$ cat src/design/icf_pkg.sv
// shared types, codes and helpers of the chunked image framer
// holds payload structs, the queue command format, header and crc functions
// no dependencies
`default_nettype none

package icf_pkg;

  // default sizing
  localparam int CHUNK_BYTES_DEF = 4096;
  localparam int MAX_SIDE_DEF    = 255;
  localparam int QUEUE_DEPTH_DEF = 4;

  // frame format
  localparam int          HDR_LEN     = 22;
  localparam int          CRC_FIRST   = 4;
  localparam int          STEP_W      = 5;
  localparam logic [7:0]  MAGIC_0     = 8'h4D;
  localparam logic [7:0]  MAGIC_1     = 8'h4C;
  localparam logic [7:0]  MAGIC_2     = 8'h58;
  localparam logic [7:0]  MAGIC_3     = 8'h34;
  localparam logic [7:0]  FRAME_VER   = 8'h01;
  localparam logic [7:0]  FRAME_KIND  = 8'h02;
  localparam logic [15:0] CRC_POLY    = 16'h1021;
  localparam logic [15:0] CRC_INIT    = 16'hFFFF;

  // configuration register indexes
  localparam int CFG_IDX_W = 1;
  typedef enum logic [CFG_IDX_W-1:0] {
    CFG_IMAGE_WIDTH  = 1'b0,
    CFG_IMAGE_HEIGHT = 1'b1
  } cfg_idx_t;

  // input operations
  localparam logic OP_START = 1'b0;
  localparam logic OP_DATA  = 1'b1;

  // result status codes
  localparam logic [1:0] STATUS_OK        = 2'd0;
  localparam logic [1:0] STATUS_BAD_SIZE  = 2'd1;
  localparam logic [1:0] STATUS_IDLE_BYTE = 2'd2;

  typedef struct packed {
    logic        operation;
    logic [7:0]  data_byte;
    logic [31:0] time_tag;
  } in_t;

  typedef struct packed {
    logic [7:0] out_byte;
    logic       byte_valid;
    logic [1:0] status;
    logic       chunk_end;
    logic       image_end;
    logic       last;
  } out_t;

  typedef enum logic [1:0] {
    CMD_SIZE_ERR = 2'd0,
    CMD_IDLE_ERR = 2'd1,
    CMD_START    = 2'd2,
    CMD_DATA     = 2'd3
  } cmd_kind_t;

  typedef struct packed {
    logic [7:0]  side_w;
    logic [7:0]  side_h;
    logic [31:0] sequence_no;
    logic [31:0] stamp;
    logic [15:0] payload_len;
    logic [15:0] part_no;
    logic [15:0] part_total;
  } hdr_t;

  typedef struct packed {
    cmd_kind_t  kind;
    logic [7:0] data_byte;
    logic       chunk_done;
    logic       final_chunk;
    hdr_t       hdr;
  } cmd_t;

  function automatic logic [15:0] crc16_byte(logic [15:0] crc, logic [7:0] b);
    logic [15:0] c;
    c = crc ^ {b, 8'h00};
    for (int i = 0; i < 8; i++) begin
      c = c[15] ? ((c << 1) ^ CRC_POLY) : (c << 1);
    end
    return c;
  endfunction

  function automatic logic [7:0] header_byte(hdr_t h, logic [STEP_W-1:0] idx);
    logic [7:0] b;
    unique case (idx)
      5'd0:    b = MAGIC_0;
      5'd1:    b = MAGIC_1;
      5'd2:    b = MAGIC_2;
      5'd3:    b = MAGIC_3;
      5'd4:    b = FRAME_VER;
      5'd5:    b = FRAME_KIND;
      5'd6:    b = h.side_w;
      5'd7:    b = h.side_h;
      5'd8:    b = h.sequence_no[7:0];
      5'd9:    b = h.sequence_no[15:8];
      5'd10:   b = h.sequence_no[23:16];
      5'd11:   b = h.sequence_no[31:24];
      5'd12:   b = h.stamp[7:0];
      5'd13:   b = h.stamp[15:8];
      5'd14:   b = h.stamp[23:16];
      5'd15:   b = h.stamp[31:24];
      5'd16:   b = h.payload_len[7:0];
      5'd17:   b = h.payload_len[15:8];
      5'd18:   b = h.part_no[7:0];
      5'd19:   b = h.part_no[15:8];
      5'd20:   b = h.part_total[7:0];
      5'd21:   b = h.part_total[15:8];
      default: b = 8'h00;
    endcase
    return b;
  endfunction

endpackage

`default_nettype wire

$ cat src/design/icf_front.sv
// front end: accepts input beats, checks size, tracks image and chunk position
// pushes one command per item into the queue; depends on icf_pkg
`default_nettype none

module icf_front #(
  parameter int CHUNK_BYTES = icf_pkg::CHUNK_BYTES_DEF,
  parameter int MAX_SIDE    = icf_pkg::MAX_SIDE_DEF
) (
  input  wire logic          clk,
  input  wire logic          rst_n,
  input  wire logic          in_valid,
  output logic               in_ready,
  input  wire icf_pkg::in_t  in_data,
  input  wire logic [15:0]   cfg_width,
  input  wire logic [15:0]   cfg_height,
  output logic               push_valid,
  input  wire logic          push_ready,
  output icf_pkg::cmd_t      push_cmd
);

  localparam int TOTAL_W    = $clog2(2 * MAX_SIDE * MAX_SIDE + 1);
  localparam int NUM_W      = $clog2(2 * MAX_SIDE * MAX_SIDE + CHUNK_BYTES);
  localparam int MAX_CHUNKS = (2 * MAX_SIDE * MAX_SIDE + CHUNK_BYTES - 1) / CHUNK_BYTES;
  localparam int CHUNK_W    = $clog2(MAX_CHUNKS + 1);
  localparam int SIZE_W     = $clog2(CHUNK_BYTES + 1);
  // reciprocal of the chunk size, exact for every numerator below 2**NUM_W
  localparam int DIV_SH     = NUM_W + $clog2(CHUNK_BYTES);
  localparam int PROD_W     = 2 * NUM_W + 1;
  localparam logic [NUM_W:0] DIV_MUL = (NUM_W+1)'(
    ((longint'(1) << DIV_SH) + longint'(CHUNK_BYTES) - longint'(1)) / longint'(CHUNK_BYTES));

  typedef enum logic {F_RUN, F_DIV} state_t;

  state_t             state_r, state_nxt;
  logic               busy_r, busy_nxt;
  logic [31:0]        seq_r, seq_nxt;
  logic [31:0]        stamp_r, stamp_nxt;
  logic [7:0]         side_w_r, side_w_nxt;
  logic [7:0]         side_h_r, side_h_nxt;
  logic [TOTAL_W-1:0] bytes_left_r, bytes_left_nxt;
  logic [CHUNK_W-1:0] chunk_num_r, chunk_num_nxt;
  logic [CHUNK_W-1:0] chunk_tot_r, chunk_tot_nxt;
  logic [SIZE_W-1:0]  fill_r, fill_nxt;
  logic [SIZE_W-1:0]  size_r, size_nxt;
  logic [NUM_W-1:0]   div_num_r, div_num_nxt;

  logic               accept;
  logic               bad_size;
  logic [15:0]        prod;
  logic [TOTAL_W-1:0] total;
  logic [TOTAL_W-1:0] bl_dec;
  logic [SIZE_W-1:0]  fill_inc;
  logic               done;
  logic               fin;
  logic [PROD_W-1:0]  quot_full;

  assign in_ready = (state_r == F_RUN) && push_ready;
  assign accept   = in_valid && in_ready;

  assign bad_size = (cfg_width == 16'd0) || (cfg_height == 16'd0) ||
                    (cfg_width > 16'(MAX_SIDE)) || (cfg_height > 16'(MAX_SIDE));
  assign prod     = 16'(cfg_width[7:0]) * 16'(cfg_height[7:0]);
  assign total    = TOTAL_W'({prod, 1'b0});

  assign bl_dec   = bytes_left_r - TOTAL_W'(1);
  assign fill_inc = fill_r + SIZE_W'(1);
  assign done     = fill_inc >= size_r;
  assign fin      = done && (bl_dec == '0);

  // chunk count as a rounded-up quotient, one multiply in the cycle after the start
  assign quot_full = PROD_W'(div_num_r) * PROD_W'(DIV_MUL);

  always_comb begin
    state_nxt      = state_r;
    busy_nxt       = busy_r;
    seq_nxt        = seq_r;
    stamp_nxt      = stamp_r;
    side_w_nxt     = side_w_r;
    side_h_nxt     = side_h_r;
    bytes_left_nxt = bytes_left_r;
    chunk_num_nxt  = chunk_num_r;
    chunk_tot_nxt  = chunk_tot_r;
    fill_nxt       = fill_r;
    size_nxt       = size_r;
    div_num_nxt    = div_num_r;
    push_valid     = 1'b0;
    push_cmd.kind        = icf_pkg::CMD_DATA;
    push_cmd.data_byte   = in_data.data_byte;
    push_cmd.chunk_done  = done;
    push_cmd.final_chunk = fin;

    unique case (state_r)
      F_RUN: begin
        if (accept) begin
          if (in_data.operation == icf_pkg::OP_START) begin
            if (bad_size) begin
              push_valid    = 1'b1;
              push_cmd.kind = icf_pkg::CMD_SIZE_ERR;
            end else begin
              side_w_nxt     = cfg_width[7:0];
              side_h_nxt     = cfg_height[7:0];
              stamp_nxt      = in_data.time_tag;
              busy_nxt       = 1'b1;
              bytes_left_nxt = total;
              chunk_num_nxt  = '0;
              fill_nxt       = '0;
              size_nxt       = (32'(total) > 32'(CHUNK_BYTES)) ? SIZE_W'(CHUNK_BYTES)
                                                               : SIZE_W'(total);
              div_num_nxt    = NUM_W'(total) + NUM_W'(CHUNK_BYTES - 1);
              state_nxt      = F_DIV;
            end
          end else if (!busy_r) begin
            push_valid    = 1'b1;
            push_cmd.kind = icf_pkg::CMD_IDLE_ERR;
          end else begin
            push_valid     = 1'b1;
            push_cmd.kind  = icf_pkg::CMD_DATA;
            bytes_left_nxt = bl_dec;
            fill_nxt       = fill_inc;
            if (fin) begin
              busy_nxt = 1'b0;
              seq_nxt  = seq_r + 32'd1;
              fill_nxt = '0;
              size_nxt = '0;
            end else if (done) begin
              chunk_num_nxt = chunk_num_r + CHUNK_W'(1);
              fill_nxt      = '0;
              size_nxt      = (32'(bl_dec) > 32'(CHUNK_BYTES)) ? SIZE_W'(CHUNK_BYTES)
                                                               : SIZE_W'(bl_dec);
            end
          end
        end
      end
      F_DIV: begin
        chunk_tot_nxt = quot_full[DIV_SH +: CHUNK_W];
        if (push_ready) begin
          push_valid    = 1'b1;
          push_cmd.kind = icf_pkg::CMD_START;
          state_nxt     = F_RUN;
        end
      end
      default: state_nxt = F_RUN;
    endcase

    // header of the chunk that opens next, taken from the updated position
    push_cmd.hdr.side_w      = side_w_nxt;
    push_cmd.hdr.side_h      = side_h_nxt;
    push_cmd.hdr.sequence_no = seq_nxt;
    push_cmd.hdr.stamp       = stamp_nxt;
    push_cmd.hdr.payload_len = 16'(size_nxt);
    push_cmd.hdr.part_no     = 16'(chunk_num_nxt);
    push_cmd.hdr.part_total  = 16'(chunk_tot_nxt);
  end

  always_ff @(posedge clk) begin
    if (!rst_n) begin
      state_r      <= F_RUN;
      busy_r       <= 1'b0;
      seq_r        <= '0;
      stamp_r      <= '0;
      side_w_r     <= '0;
      side_h_r     <= '0;
      bytes_left_r <= '0;
      chunk_num_r  <= '0;
      chunk_tot_r  <= '0;
      fill_r       <= '0;
      size_r       <= '0;
    end else begin
      state_r      <= state_nxt;
      busy_r       <= busy_nxt;
      seq_r        <= seq_nxt;
      stamp_r      <= stamp_nxt;
      side_w_r     <= side_w_nxt;
      side_h_r     <= side_h_nxt;
      bytes_left_r <= bytes_left_nxt;
      chunk_num_r  <= chunk_num_nxt;
      chunk_tot_r  <= chunk_tot_nxt;
      fill_r       <= fill_nxt;
      size_r       <= size_nxt;
    end
    div_num_r <= div_num_nxt;
  end

endmodule

`default_nettype wire

$ cat src/design/icf_queue.sv
// command queue between front and back end
// small register fifo of icf_pkg::cmd_t entries; depends on icf_pkg
`default_nettype none

module icf_queue #(
  parameter int DEPTH = icf_pkg::QUEUE_DEPTH_DEF
) (
  input  wire logic           clk,
  input  wire logic           rst_n,
  input  wire logic           push_valid,
  output logic                push_ready,
  input  wire icf_pkg::cmd_t  push_cmd,
  output logic                pop_valid,
  input  wire logic           pop_ready,
  output icf_pkg::cmd_t       pop_cmd
);

  localparam int PTR_W = (DEPTH > 1) ? $clog2(DEPTH) : 1;
  localparam int CNT_W = $clog2(DEPTH + 1);

  icf_pkg::cmd_t    entry_r [DEPTH];
  logic [PTR_W-1:0] wr_ptr_r, rd_ptr_r;
  logic [CNT_W-1:0] count_r;
  logic             do_push, do_pop;

  assign push_ready = count_r != CNT_W'(DEPTH);
  assign pop_valid  = count_r != '0;
  assign pop_cmd    = entry_r[rd_ptr_r];
  assign do_push    = push_valid && push_ready;
  assign do_pop     = pop_valid && pop_ready;

  always_ff @(posedge clk) begin
    if (!rst_n) begin
      wr_ptr_r <= '0;
      rd_ptr_r <= '0;
      count_r  <= '0;
    end else begin
      if (do_push) begin
        wr_ptr_r <= (wr_ptr_r == PTR_W'(DEPTH - 1)) ? '0 : wr_ptr_r + PTR_W'(1);
      end
      if (do_pop) begin
        rd_ptr_r <= (rd_ptr_r == PTR_W'(DEPTH - 1)) ? '0 : rd_ptr_r + PTR_W'(1);
      end
      if (do_push && !do_pop) begin
        count_r <= count_r + CNT_W'(1);
      end else if (do_pop && !do_push) begin
        count_r <= count_r - CNT_W'(1);
      end
    end
    if (do_push) begin
      entry_r[wr_ptr_r] <= push_cmd;
    end
  end

endmodule

`default_nettype wire

$ cat src/design/icf_back.sv
// back end: expands queued commands into output beats and runs the crc
// owns the output register; depends on icf_pkg
`default_nettype none

module icf_back (
  input  wire logic           clk,
  input  wire logic           rst_n,
  input  wire logic           pop_valid,
  output logic                pop_ready,
  input  wire icf_pkg::cmd_t  pop_cmd,
  output logic                out_valid,
  input  wire logic           out_ready,
  output icf_pkg::out_t       out_data
);

  localparam int SW            = icf_pkg::STEP_W;
  localparam logic [SW-1:0] STEP_CRC_LO  = SW'(1);
  localparam logic [SW-1:0] STEP_CRC_HI  = SW'(2);
  localparam logic [SW-1:0] STEP_HDR_OFS = SW'(3);
  localparam logic [SW-1:0] HDR_LAST     = SW'(icf_pkg::HDR_LEN - 1);

  logic [SW-1:0]  step_r;
  logic [15:0]    crc_r;
  logic           out_valid_r;
  icf_pkg::out_t  out_data_r;

  logic           emit;
  logic           beat_last;
  logic           hdr_beat;
  logic [SW-1:0]  hdr_idx;
  logic [7:0]     hdr_b;
  logic [15:0]    crc_nxt;
  icf_pkg::out_t  beat;

  assign emit      = pop_valid && (!out_valid_r || out_ready);
  assign pop_ready = emit && beat_last;
  assign out_valid = out_valid_r;
  assign out_data  = out_data_r;

  assign hdr_idx = (pop_cmd.kind == icf_pkg::CMD_START) ? step_r : step_r - STEP_HDR_OFS;
  assign hdr_b   = icf_pkg::header_byte(pop_cmd.hdr, hdr_idx);

  always_comb begin
    beat            = '0;
    beat.status     = icf_pkg::STATUS_OK;
    beat_last       = 1'b0;
    hdr_beat        = 1'b0;
    crc_nxt         = crc_r;
    unique case (pop_cmd.kind)
      icf_pkg::CMD_SIZE_ERR: begin
        beat.status = icf_pkg::STATUS_BAD_SIZE;
        beat_last   = 1'b1;
      end
      icf_pkg::CMD_IDLE_ERR: begin
        beat.status = icf_pkg::STATUS_IDLE_BYTE;
        beat_last   = 1'b1;
      end
      icf_pkg::CMD_START: begin
        hdr_beat  = 1'b1;
        beat_last = step_r == HDR_LAST;
      end
      icf_pkg::CMD_DATA: begin
        priority if (step_r == '0) begin
          beat.out_byte   = pop_cmd.data_byte;
          beat.byte_valid = 1'b1;
          beat_last       = !pop_cmd.chunk_done;
          crc_nxt         = icf_pkg::crc16_byte(crc_r, pop_cmd.data_byte);
        end else if (step_r == STEP_CRC_LO) begin
          beat.out_byte   = crc_r[7:0];
          beat.byte_valid = 1'b1;
        end else if (step_r == STEP_CRC_HI) begin
          beat.out_byte   = crc_r[15:8];
          beat.byte_valid = 1'b1;
          beat.chunk_end  = 1'b1;
          beat.image_end  = pop_cmd.final_chunk;
          beat_last       = pop_cmd.final_chunk;
        end else begin
          hdr_beat  = 1'b1;
          beat_last = hdr_idx == HDR_LAST;
        end
      end
      default: beat_last = 1'b1;
    endcase
    if (hdr_beat) begin
      beat.out_byte   = hdr_b;
      beat.byte_valid = 1'b1;
      // magic bytes restart the checksum, the rest of the header feeds it
      crc_nxt = (hdr_idx < SW'(icf_pkg::CRC_FIRST)) ? icf_pkg::CRC_INIT
                                                    : icf_pkg::crc16_byte(crc_r, hdr_b);
    end
    beat.last = beat_last;
  end

  always_ff @(posedge clk) begin
    if (!rst_n) begin
      step_r      <= '0;
      crc_r       <= icf_pkg::CRC_INIT;
      out_valid_r <= 1'b0;
    end else begin
      if (emit) begin
        step_r      <= beat_last ? '0 : step_r + SW'(1);
        crc_r       <= crc_nxt;
        out_valid_r <= 1'b1;
      end else if (out_ready) begin
        out_valid_r <= 1'b0;
      end
    end
    if (emit) begin
      out_data_r <= beat;
    end
  end

endmodule

`default_nettype wire

$ cat src/design/image_chunk_framer_crc16_core.sv
// top level of the chunked rgb565 framer with crc-16/ccitt-false
// holds the size registers and ties front end, command queue and back end
// depends on icf_pkg, icf_front, icf_queue, icf_back
// a data beat is taken every cycle while the queue has room; a start holds the input
// while the chunk count comes out of a reciprocal multiply and the start is queued
// result beats leave the output register one per cycle while the result side is ready;
// a chunk's last data beat adds the crc bytes and, unless the image ends, the next header
// reset (synchronous, active low) clears control state, counters and crc; no clearing pass
`default_nettype none

module image_chunk_framer_crc16_core #(
  parameter int CHUNK_BYTES = icf_pkg::CHUNK_BYTES_DEF,
  parameter int MAX_SIDE    = icf_pkg::MAX_SIDE_DEF,
  parameter int QUEUE_DEPTH = icf_pkg::QUEUE_DEPTH_DEF
) (
  input  wire logic                          clk,
  input  wire logic                          rst_n,
  // input beats
  input  wire logic                          in_valid,
  output logic                               in_ready,
  input  wire icf_pkg::in_t                  in_data,
  // result beats
  output logic                               out_valid,
  input  wire logic                          out_ready,
  output icf_pkg::out_t                      out_data,
  // register writes
  input  wire logic                          cfg_valid,
  output logic                               cfg_ready,
  input  wire logic [icf_pkg::CFG_IDX_W-1:0] cfg_index,
  input  wire logic [15:0]                   cfg_data
);

  // size registers, written over the register port; the front end latches them on a valid start
  logic [15:0] width_r;
  logic [15:0] height_r;

  // front to queue
  logic          q_push_valid;
  logic          q_push_ready;
  icf_pkg::cmd_t q_push_cmd;
  // queue to back
  logic          q_pop_valid;
  logic          q_pop_ready;
  icf_pkg::cmd_t q_pop_cmd;

  // writes are always taken
  assign cfg_ready = 1'b1;

  always_ff @(posedge clk) begin
    if (!rst_n) begin
      width_r  <= '0;
      height_r <= '0;
    end else if (cfg_valid) begin
      unique case (icf_pkg::cfg_idx_t'(cfg_index))
        icf_pkg::CFG_IMAGE_WIDTH:  width_r  <= cfg_data;
        icf_pkg::CFG_IMAGE_HEIGHT: height_r <= cfg_data;
      endcase
    end
  end

  // front end: size check, image and chunk bookkeeping, chunk count
  icf_front #(
    .CHUNK_BYTES (CHUNK_BYTES),
    .MAX_SIDE    (MAX_SIDE)
  ) u_front (
    .clk        (clk),
    .rst_n      (rst_n),
    .in_valid   (in_valid),
    .in_ready   (in_ready),
    .in_data    (in_data),
    .cfg_width  (width_r),
    .cfg_height (height_r),
    .push_valid (q_push_valid),
    .push_ready (q_push_ready),
    .push_cmd   (q_push_cmd)
  );

  // short queue so a stalled link does not stop the front at once
  icf_queue #(
    .DEPTH (QUEUE_DEPTH)
  ) u_queue (
    .clk        (clk),
    .rst_n      (rst_n),
    .push_valid (q_push_valid),
    .push_ready (q_push_ready),
    .push_cmd   (q_push_cmd),
    .pop_valid  (q_pop_valid),
    .pop_ready  (q_pop_ready),
    .pop_cmd    (q_pop_cmd)
  );

  // back end: header, payload and crc beats into the output register
  icf_back u_back (
    .clk       (clk),
    .rst_n     (rst_n),
    .pop_valid (q_pop_valid),
    .pop_ready (q_pop_ready),
    .pop_cmd   (q_pop_cmd),
    .out_valid (out_valid),
    .out_ready (out_ready),
    .out_data  (out_data)
  );

  // no result beat straight out of reset
  a_reset_quiet: assert property (@(posedge clk) !rst_n |=> !out_valid)
    else $error("result beat right after reset");

  // the front never offers a command the queue cannot take
  a_no_overflow: assert property (@(posedge clk) disable iff (!rst_n)
    q_push_valid |-> q_push_ready)
    else $error("command pushed into a full queue");

  // retiring a command always loads its final beat into the output register
  a_pop_loads_beat: assert property (@(posedge clk) disable iff (!rst_n)
    (q_pop_valid && q_pop_ready) |=> (out_valid && out_data.last))
    else $error("command retired without its final beat");

endmodule

`default_nettype wire

$ cat config.mk
export PLATFORM = sky130hd
export DESIGN_NAME = image_chunk_framer_crc16_core
export DESIGN_NICKNAME = d
export VERILOG_FILES = /design/src/design/icf_pkg.sv /design/src/design/icf_front.sv /design/src/design/icf_queue.sv /design/src/design/icf_back.sv /design/src/design/image_chunk_framer_crc16_core.sv
export SDC_FILE = /design/constraint.sdc
export NUM_CORES = 1
export LEC_CHECK = 0
export BUFFER_PORTS_ARGS = -buffer_cell sky130_fd_sc_hd__buf_2
export CORE_UTILIZATION = 53
export DETAILED_ROUTE_END_ITERATION = 8
export GPL_TIMING_DRIVEN = 0
export PLACE_DENSITY_LB_ADDON = 0.2
export RECOVER_POWER = 50
export SYNTH_ARGS = -nofsm -noshare
export SYNTH_HDL_FRONTEND = slang
export SYNTH_SLANG_ARGS = --single-unit
$ cat constraint.sdc
create_clock -name clk -period 6.6 [get_ports clk]
set_input_delay 0.33 -clock clk [delete_from_list [all_inputs] [get_ports clk]]
set_output_delay 0.33 -clock clk [all_outputs]
set_load 0.02 [all_outputs]
==> metrics.yaml, run 1 <==
status:
  status: "complete, but fails checks"
  violations: "max-capacitance violations, max-slew violations"
detailed_routing:
  wl_um: 89900
  drtAntennaViolNets: 0
  vias_per_cell: 6.01
  drc_errors: 0
  wl_per_cell_um: 25.3
  first_iter_violations: 2068
  vias: 21400
  drt_pass1_iterations: 5
logic_synthesis:
  synth_fa_ha_area_share_pct: 4.80
  synth_simple_gate_area_share_pct: 14.0
  avgSynthCellArea_um2: 12.7
  ys_types: 90
  synth_compound_area_share_pct: 7.79
  synth_edf_count: 488
  ys_warn_count: 0
  ys_ff_latch: 688
  yosys_most_used_dff: "edfxtp_1"
  mappedNetlistNets: 2695
  synthesis.area_um2: 32100
  synth_top_family_by_area: "simple AND/OR/NAND/NOR gates"
  synthCells: 2531
  ys_seq_area_share_pct: 58.1
  synth_mux_area_share_pct: 9.17
  synth-async-reset-ratio_pct: 0
  yosys.area_share.xor_xnor_pct: 3.12
layout:
  postLayoutCellArea_um2: 36300
  multi_input_area_um2: 12500
  layout.cells.non_filler: 3553
  antennaDiodeCount: 0
  fillCellCount: 4591
  regArea_um2: 18700
  syn2layout_area_growth_pct: 13.0
  drive_gt1_share_pct: 13.4
  nets: 2883
setup_path:
  crit_top_cell: "clkbuf_1"
  rr_worst_depth: 12
  worst-r2r-setup-slack_ns: 0.30
  path_cells: "buf_2, clkbuf_1, clkbuf_1, clkbuf_1, mux4_2, a2111oi_0, nand2_1, xor2_1, xnor2_1, a21oi_1, mux2i_1, a31oi_1"
  crit_path_top_delay_cell: "clkbuf_1"
  crit_arrival_ns: 6.75
  max_stage_delay_ns: 1.05
  cp_max_fo: 10
  setup.worst_path.end: "u_back.crc_r[13]$_SDFFE_PN1P_"
  r2r_end: "u_back.crc_r[13]$_SDFFE_PN1P_"
  end_kind: "flop"
  crit_type: "flop to flop"
  critical_path.startpoint_type: "flop"
  cp_data_required_time_ns: 7.06
sta:
  tns_ns: 0
  min_period_over_period_pct: 95.4
  setup_violations: 0
  min_period_ns: 6.30
  hold_ws_ns: 0.0755
  skew_ns: 0.0170
  timing.slew.headroom_pct: -128
  final-max-slew-violation-count: 274
  rsz0062_at_grt: "false"
  tightestPinTransition_ns: 3.41
  hold_violations: 0
  worst_slack_ns: 0.304
  max_freq_mhz: 159
cts:
  cts_tree: "done"
  cts_num_sinks: 688
  numCtsBuffers: 73
  cts-root-buf: "clkbuf_16"
  clk_pin_slew_ns: 0.06
  cts_max_path_buffers: 3
  htree_levels: 3
  insertion_delay_ns: 0.62
power:
  ir_drop_mv: 0.286
  powerDensity_nw_per_um2: 362
  p_leak_nw: 12.9
place:
  place_congestion: 0.979
  dp_cells: 3389
  placed_cell_area_um2: 33700
  io_buffers: 77
  place_ws_ns: -0.0549
  hpwl_um: 63600
die:
  rows: 89
  design.core.area_um2: 59500
  dieArea_um2: 61600
  die_h_um: 248
  ioPinCount: 80
  die_w_um: 248
  floorplan.initialDensity_pct: 54.0
global_route:
  grt_pass1_vias: 21100
  overflow: 0
  grt_max_degree: 57
  grt_first_pass_wirelength_um: 133000
  grtUsageTotal_pct: 29.8
  antenna_found_initial: 4
worst_hold_path:
  min_from: "in_data[5]"
  min_path_type: "input pin to flop"
run:
  cap_violations: 7
-- power by group --
group	total (mW)	switching, mW	internal (mW)
combinational	3.72	2.35	1.37
clock	4.17	1.73	2.44
sequential	5.25	0.164	5.09
-- worst min path at each step --
stage	end	slack (ns)	cells after the start
after global routing	u_queue.entry_r[2][40]$_DFFE_PP_	0.08	3
after global placement	height_r[15]$_SDFFE_PN0P_	0.45	2
after detailed placement	height_r[8]$_SDFFE_PN0P_	0.46	2
after floorplan	u_queue.entry_r[0][107]$_DFFE_PP_	0.43	0
after CTS	u_queue.entry_r[1][30]$_DFFE_PP_	0.04	3
final	u_queue.entry_r[1][30]$_DFFE_PP_	0.08	3
-- cell usage after synthesis, drive strengths merged, types with 16 or more instances --
library cell    n  share of area [%]
a21o           16               0.37
o21ai          82                1.3
a21boi         46                1.1
ha             64                2.5
xnor2          64                1.9
mux4          118                8.3
nor4           18               0.35
inv            90                1.1
and2          181                3.5
nor2b          34               0.66
or3            16               0.31
nand2         369                4.3
buf            34               0.62
clkbuf        107                1.3
xor2           40                1.2
o211ai         17               0.40
fa             37                2.3
and3           22               0.49
dfxtp         200                 12
nor2          104                1.2
nor3           27               0.47
nand3          36               0.61
a22oi          28               0.65
edfxtp        488                 46
a21oi          60               0.94
nor3b          17               0.40
nand4          28               0.57
-- placed cells by master (no fill, tap or decap), drive strengths merged, types with 34 or more instances in the layout --
master	n
clkbuf	243
xor2	40
mux4	118
dfxtp	200
o21ai	82
inv	96
and2	181
nand2	369
edfxtp	488
a21boi	46
nand3	36
nor2	104
nor2b	34
xnor2	64
buf	92
ha	64
fa	37
a21oi	60
-- worst max-delay path: cells and delay by family (launching register included) --
family | cells | cell delay (ns)
flops | 1 | 0.30
simple gates | 1 | 0.42
compound gates | 3 | 0.95
mux | 2 | 0.71
buf+inv | 4 | 3.07
xor+xnor | 2 | 0.65
-- registers in the layout, indices dropped and copies added (netlist names), 2 cells and up, named ones only --
| name | cells |
|---|---|
| u_queue.entry_r | 468 |
| u_queue.wr_ptr_r | 2 |
| u_back.out_data | 14 |
| u_front.chunk_tot_r | 6 |
| u_back.step_r | 5 |
| u_back.crc_r | 16 |
| u_front.bytes_left_r | 17 |
| u_front.size_r | 13 |
| u_front.fill_r | 13 |
| u_front.side_w_r | 8 |
| width_r | 16 |
| u_queue.count_r | 3 |
| height_r | 16 |
| u_queue.rd_ptr_r | 2 |
| u_front.div_num_r | 6 |
| u_front.chunk_num_r | 6 |
| u_front.side_h_r | 8 |
| u_front.stamp_r | 32 |
| u_front.seq_r | 32 |
-- routing by layer --
layer	part of all wire (%)	global-route usage, %	up-vias
li1	-	-	9648
met2	47	47.9	792
met1	44	42.1	10800
met3	6.1	3.89	156
met4	3.2	9.77	0
met5	0	0	-
-- metrics by stage --
| step | power (mW) | util, % |
|---|---|---|
| after CTS | 13.2 | 61.2 |
| final | 13.1 | 61.0 |
| after global placement | 9.00 | 56.3 |
| after detailed placement | 9.04 | 56.7 |
| after floorplan | 7.73 | - |
| after global routing | 13.6 | 61.0 |
-- area by class of cell --
type | instances | area share [%]
inverter | 93 | 0.962
clock buffer | 106 | 5.91
tap | 773 | 2.66
multi-input combinational | 1609 | 34.5
timing repair buffer | 114 | 2.05
clock inverter | 30 | 0.876
buffer | 140 | 1.65
sequential | 688 | 51.4
-- timing repair --
| action | CTS | global route |
|---|---|---|
| setup endpoints to repair | 8 | 20 |
| gates resized for setup | 2 | 2 |
| endpoints found under the hold margin | 65 | 0 |
| gates cloned | 0 | 0 |
| buffers inserted | 0 | 3 |
| hold buffers | 25 | 0 |
| pin swaps | 0 | 1 |
-- cell families after synthesis --
kind of cell / Yosys count
compound gates: 363
xor+xnor: 104
fa+ha+maj: 101
buf+inv: 234
flops: 688
mux: 145
other cells: 1
simple gates: 895
No activity file was read; power rests on OpenSTA's default activity.
==> run 2, diff against run 1 <==
- CORE_UTILIZATION: 53 -> 42
==> metrics.yaml, run 2 (synthesized netlist as in run 1, its figures left out) <==
global_route:
  grt_first_pass_wirelength_um: 136000
  overflow: 0
  antenna_found_initial: 4
  grt_pass1_vias: 21300
  grt_max_degree: 56
  grtUsageTotal_pct: 24.0
power:
  ir_drop_mv: 0.183
  p_leak_nw: 12.9
  powerDensity_nw_per_um2: 361
detailed_routing:
  wl_per_cell_um: 24.7
  drc_errors: 0
  vias_per_cell: 5.65
  drtAntennaViolNets: 0
  vias: 21200
  wl_um: 92800
  drt_pass1_iterations: 7
  first_iter_violations: 1644
sta:
  rsz0062_at_grt: "false"
  min_period_over_period_pct: 94.2
  timing.slew.headroom_pct: -73.9
  max_freq_mhz: 161
  tightestPinTransition_ns: 2.61
  setup_violations: 0
  skew_ns: 0.0212
  min_period_ns: 6.22
  hold_violations: 0
  final-max-slew-violation-count: 266
  hold_ws_ns: 0.0630
die:
  die_w_um: 278
  rows: 101
  dieArea_um2: 77500
  floorplan.initialDensity_pct: 42.3
  die_h_um: 278
  ioPinCount: 80
  design.core.area_um2: 75800
setup_path:
  crit_path_top_delay_cell: "fa_1"
  worst-r2r-setup-slack_ns: 0.38
  cp_data_required_time_ns: 6.96
  critical_path.startpoint_type: "flop"
  max_stage_delay_ns: 0.55
  crit_type: "flop to flop"
  path_cells: "clkbuf_1, nand2_1, fa_1, fa_1, inv_1, fa_1, inv_1, fa_1, inv_1, ha_1, inv_1, o21bai_1, a21oi_1, o21bai_1, a21oi_1, o21ai_0, a22oi_1, and2_1, and3_1, a222oi_1, nor2_1"
  crit_arrival_ns: 6.57
  cp_max_fo: 10
  rr_worst_depth: 21
  end_kind: "flop"
cts:
  htree_levels: 3
  cts_tree: "done"
  cts_max_path_buffers: 3
  insertion_delay_ns: 0.64
  clk_pin_slew_ns: 0.06
  cts-root-buf: "clkbuf_16"
  numCtsBuffers: 75
  cts_num_sinks: 688
status:
  status: "complete, but fails checks"
  violations: "max-capacitance violations, max-slew violations"
layout:
  largest_register_ffs: 468
  largest_register: "u_queue.entry_r"
  syn2layout_area_growth_pct: 13.8
  layout_commonest_cell: "edfxtp_1"
  postLayoutCellArea_um2: 36500
  fillCellCount: 6754
  drive_gt1_share_pct: 13.4
  antennaDiodeCount: 0
  reg_top3: "u_queue.entry_r: 468 flops, u_front.seq_r: 32 flops, u_front.stamp_r: 32 flops"
  nets: 2882
  final_cell_mix: "edfxtp_1 (488), nand2_1 (369), dfxtp_1 (200)"
place:
  io_buffers: 77
  hpwl_um: 65400
  place_congestion: 0.963
  placed_cell_area_um2: 34000
worst_hold_path:
  hold_depth: 3
  min_path_type: "input pin to flop"
run:
  cap_violations: 7
-- run 2: worst max-delay path, delay by kind of cell (launching register included) --
| family | cells | cell delay [ns] |
|---|---|---|
| AO/OA/AOI/OAI | 7 | 1.49 |
| adder cells (fa/ha/maj) | 5 | 2.44 |
| flip-flops | 1 | 0.32 |
| buffers and inverters | 5 | 0.62 |
| AND/OR/NAND/NOR | 4 | 1.05 |
-- run 2: path summary, 6_finish.rpt --
path / start / end
max reg2reg: height_r[6]$_SDFFE_PN0P_ / u_queue.entry_r[2][17]$_DFFE_PP_
min reg2reg: width_r[13]$_SDFFE_PN0P_ / width_r[13]$_SDFFE_PN0P_
max: height_r[6]$_SDFFE_PN0P_ / u_queue.entry_r[2][17]$_DFFE_PP_
min: in_data[8] / u_queue.entry_r[1][33]$_DFFE_PP_
-- run 2: cell type report --
cell class / instances / area (um^2) / area share, %
well taps: 978 / 1220 / 3.35
clock buffers: 106 / 2120 / 5.82
multi-input cells: 1609 / 12500 / 34.2
clock inverters: 34 / 374 / 1.02
repair buffers: 115 / 709 / 1.94
inverters: 93 / 349 / 0.956
flip-flops and latches: 688 / 18700 / 51.1
plain buffers: 136 / 583 / 1.60
-- run 2: report_power, final --
group          leakage, nW  total [mW]  switching (mW)  internal (mW)
Sequential            5.80        5.26           0.165           5.09
Clock                 1.21        4.23            1.76           2.47
Combinational         5.91        3.71            2.35           1.36
Total                 12.9        13.2            4.28           8.92
-- run 2: timing repair --
| item | in CTS | in global routing |
|---|---|---|
| hold buffers | 25 | 0 |
| setup buffers | 0 | 3 |
| setup endpoints to repair | 8 | 55 |
| gates cloned | 0 | 0 |
| hold endpoints to repair | 64 | 0 |
| pin swaps | 0 | 1 |
| gates resized for setup | 1 | 2 |
-- run 2: metal layers --
metal | track usage, % | vias to the layer above | part of all wire (%)
li1 | - | 9630 | -
met1 | 31.6 | 10800 | 42
met2 | 40.4 | 647 | 49
met3 | 4.12 | 135 | 6.5
met4 | 7.31 | 4 | 2.5
met5 | 0 | - | 0.033
-- run 2: through the flow --
stage	setup TNS (ns)	util (%)	instances	power (mW)	setup slack, ns
floorplan	0	-	2531	7.73	1.26
global placement	-555.51	44.5	3586	9.06	-1.22
detailed placement	-0.798	44.8	3596	9.07	-0.176
CTS	0	48.4	3759	13.3	0.0199
global route	0	48.2	3759	13.7	0.0172
finish	0	48.2	3759	13.2	0.384
==> run 3, diff against run 2 <==
- ABC_CLOCK_PERIOD_IN_PS: unset -> 7240
- clock period: 6.6 -> 7.24 ns (I/O delays scaled with it)
==> metrics.yaml, run 3 (synthesized netlist as in run 1, its figures left out) <==
sta:
  hold_ws_ns: 0.0253
  rsz0062_at_grt: "false"
  final-max-slew-violation-count: 488
  min_period_over_period_pct: 94.7
  skew_ns: 0.0202
  timing.slew.headroom_pct: -108
  min_period_ns: 6.86
  max_freq_mhz: 146
  setup_violations: 0
  hold_violations: 0
  tightestPinTransition_ns: 3.13
layout:
  drive_gt1_share_pct: 13.0
  antennaDiodeCount: 0
  final_cell_mix: "edfxtp_1 (488), nand2_1 (369), dfxtp_1 (200)"
  layout_commonest_cell: "edfxtp_1"
  multi_input_area_um2: 12500
  postLayoutCellArea_um2: 36500
  reg_top3: "u_queue.entry_r: 468 flops, u_front.seq_r: 32 flops, u_front.stamp_r: 32 flops"
  nets: 2882
  largest_register_ffs: 468
  syn2layout_area_growth_pct: 13.6
  fillCellCount: 6755
  largest_register: "u_queue.entry_r"
  regArea_um2: 18700
global_route:
  grt_max_degree: 56
  antenna_found_initial: 4
  overflow: 0
  grtUsageTotal_pct: 24.0
  grt_pass1_vias: 21300
  grt_first_pass_wirelength_um: 136000
setup_path:
  cp_data_required_time_ns: 7.60
  crit_type: "flop to flop"
  cp_max_fo: 10
  path_cells: "clkbuf_1, nand2_1, fa_1, fa_1, inv_1, fa_1, inv_1, fa_1, inv_1, ha_1, inv_1, o21bai_1, a21oi_1, o21bai_1, a21oi_1, xor2_1, o21bai_1, nand4_1, o22ai_1, a21oi_1, nor2_1"
  rr_startpoint: "width_r[0]$_SDFFE_PN0P_"
  worst-r2r-setup-slack_ns: 0.38
  path_buf_inv: 5
  crit_arrival_ns: 7.21
  max_stage_delay_ns: 0.60
  r2r_end: "u_queue.entry_r[2][14]$_DFFE_PP_"
  end_kind: "flop"
  critical_path.startpoint_type: "flop"
  rr_worst_depth: 21
  crit_path_top_delay_cell: "xor2_1"
  cp_top_family: "adder cells"
cts:
  insertion_delay_ns: 0.63
  clk_pin_slew_ns: 0.06
  cts_tree: "done"
  cts_max_path_buffers: 3
  post_cts_resize_count: 0
  cts-hold-fix-buffers: 23
  cts_num_sinks: 688
  cts-root-buf: "clkbuf_16"
  cts_setup_buffers: 0
  numCtsBuffers: 75
  htree_levels: 3
detailed_routing:
  drc_errors: 0
  vias: 21300
  vias_per_cell: 5.66
  drtAntennaViolNets: 0
  wl_per_cell_um: 24.7
  first_iter_violations: 1623
  wl_um: 92800
  drt_pass1_iterations: 5
power:
  p_int_mw: 8.13
  powerDensity_nw_per_um2: 330
  p_total_mw: 12.0
  p_sw_mw: 3.90
  ir_drop_mv: 0.167
  p_leak_nw: 12.9
  pwr-share-seq_pct: 39.8
  comb_power_share_pct: 28.1
  clockPowerShare_pct: 32.0
  swShare_pct: 32.4
run:
  cap_violations: 12
die:
  design.core.area_um2: 75800
  ioPinCount: 80
  die_h_um: 278
  floorplan.initialDensity_pct: 42.3
  dieArea_um2: 77500
  rows: 101
  die_w_um: 278
worst_hold_path:
  min_from: "cfg_data[12]"
  hold_end: "width_r[12]$_SDFFE_PN0P_"
  min_path_type: "input pin to flop"
  hold_depth: 3
place:
  io_buffers: 77
  placed_cell_area_um2: 34000
  hpwl_um: 65400
  place_congestion: 0.963
status:
  violations: "max-capacitance violations, max-slew violations"
  status: "complete, but fails checks"
[run 3: final cells by class]
type,count,share of cell area (%)
buffer,141,1.65
multi-input combinational,1609,34.3
inverter,93,0.957
clock buffer,106,5.83
timing repair buffer,110,1.75
tap,978,3.36
clock inverter,34,1.03
sequential,688,51.2
[run 3: power by group through the flow]
stage / combinational [mW] / sequential, mW / clock (mW)
floorplan: 2.15 / 4.89 / 0
global placement: 3.36 / 4.90 / 0
detailed placement: 3.41 / 4.85 / 0
CTS: 3.44 / 4.77 / 3.92
global route: 3.60 / 4.83 / 4.08
finish: 3.39 / 4.79 / 3.86
[run 3: worst max-delay path by stage]
stage	start	to	slack, ns	cells after the start
2_1_floorplan	width_r[0]$_SDFFE_PN0P_	u_queue.entry_r[0][16]$_DFFE_PP_	1.90	19
3_3_place_gp	height_r[4]$_SDFFE_PN0P_	u_queue.entry_r[2][33]$_DFFE_PP_	-0.58	7
3_5_place_dp	width_r[0]$_SDFFE_PN0P_	u_queue.entry_r[2][14]$_DFFE_PP_	0.46	21
4_1_cts	width_r[0]$_SDFFE_PN0P_	u_queue.entry_r[2][14]$_DFFE_PP_	0.43	21
5_1_grt	width_r[0]$_SDFFE_PN0P_	u_queue.entry_r[2][14]$_DFFE_PP_	0.08	21
6_report	width_r[0]$_SDFFE_PN0P_	u_queue.entry_r[2][14]$_DFFE_PP_	0.38	21
[run 3: stage by stage]
step                setup TNS (ns)  setup slack, ns  util (%)  instances
global route                     0           0.0790      48.1       3759
detailed placement               0            0.464      44.8       3596
finish                           0            0.383      48.1       3759
global placement           -244.68           -0.577      44.5       3586
floorplan                        0             1.90         -       2531
CTS                              0            0.427      48.4       3759
[run 3: worst register-to-register path, stage by stage (launching register included)]
cell and delay [ns]:
dfxtp_1 0.33, clkbuf_1 0.53, nand2_1 0.18, fa_1 0.54
fa_1 0.55, inv_1 0.05, fa_1 0.52, inv_1 0.06
fa_1 0.53, inv_1 0.04, ha_1 0.33, inv_1 0.06
o21bai_1 0.07, a21oi_1 0.22, o21bai_1 0.15, a21oi_1 0.24
xor2_1 0.60, o21bai_1 0.40, nand4_1 0.26, o22ai_1 0.32
a21oi_1 0.14, nor2_1 0.44
[run 3: layer usage]
metal / wire length (um) / global-route usage, %
met3: 5850 / 4.12
met2: 45400 / 40.3
met4: 2230 / 7.31
met1: 39400 / 31.6
met5: 31 / 0
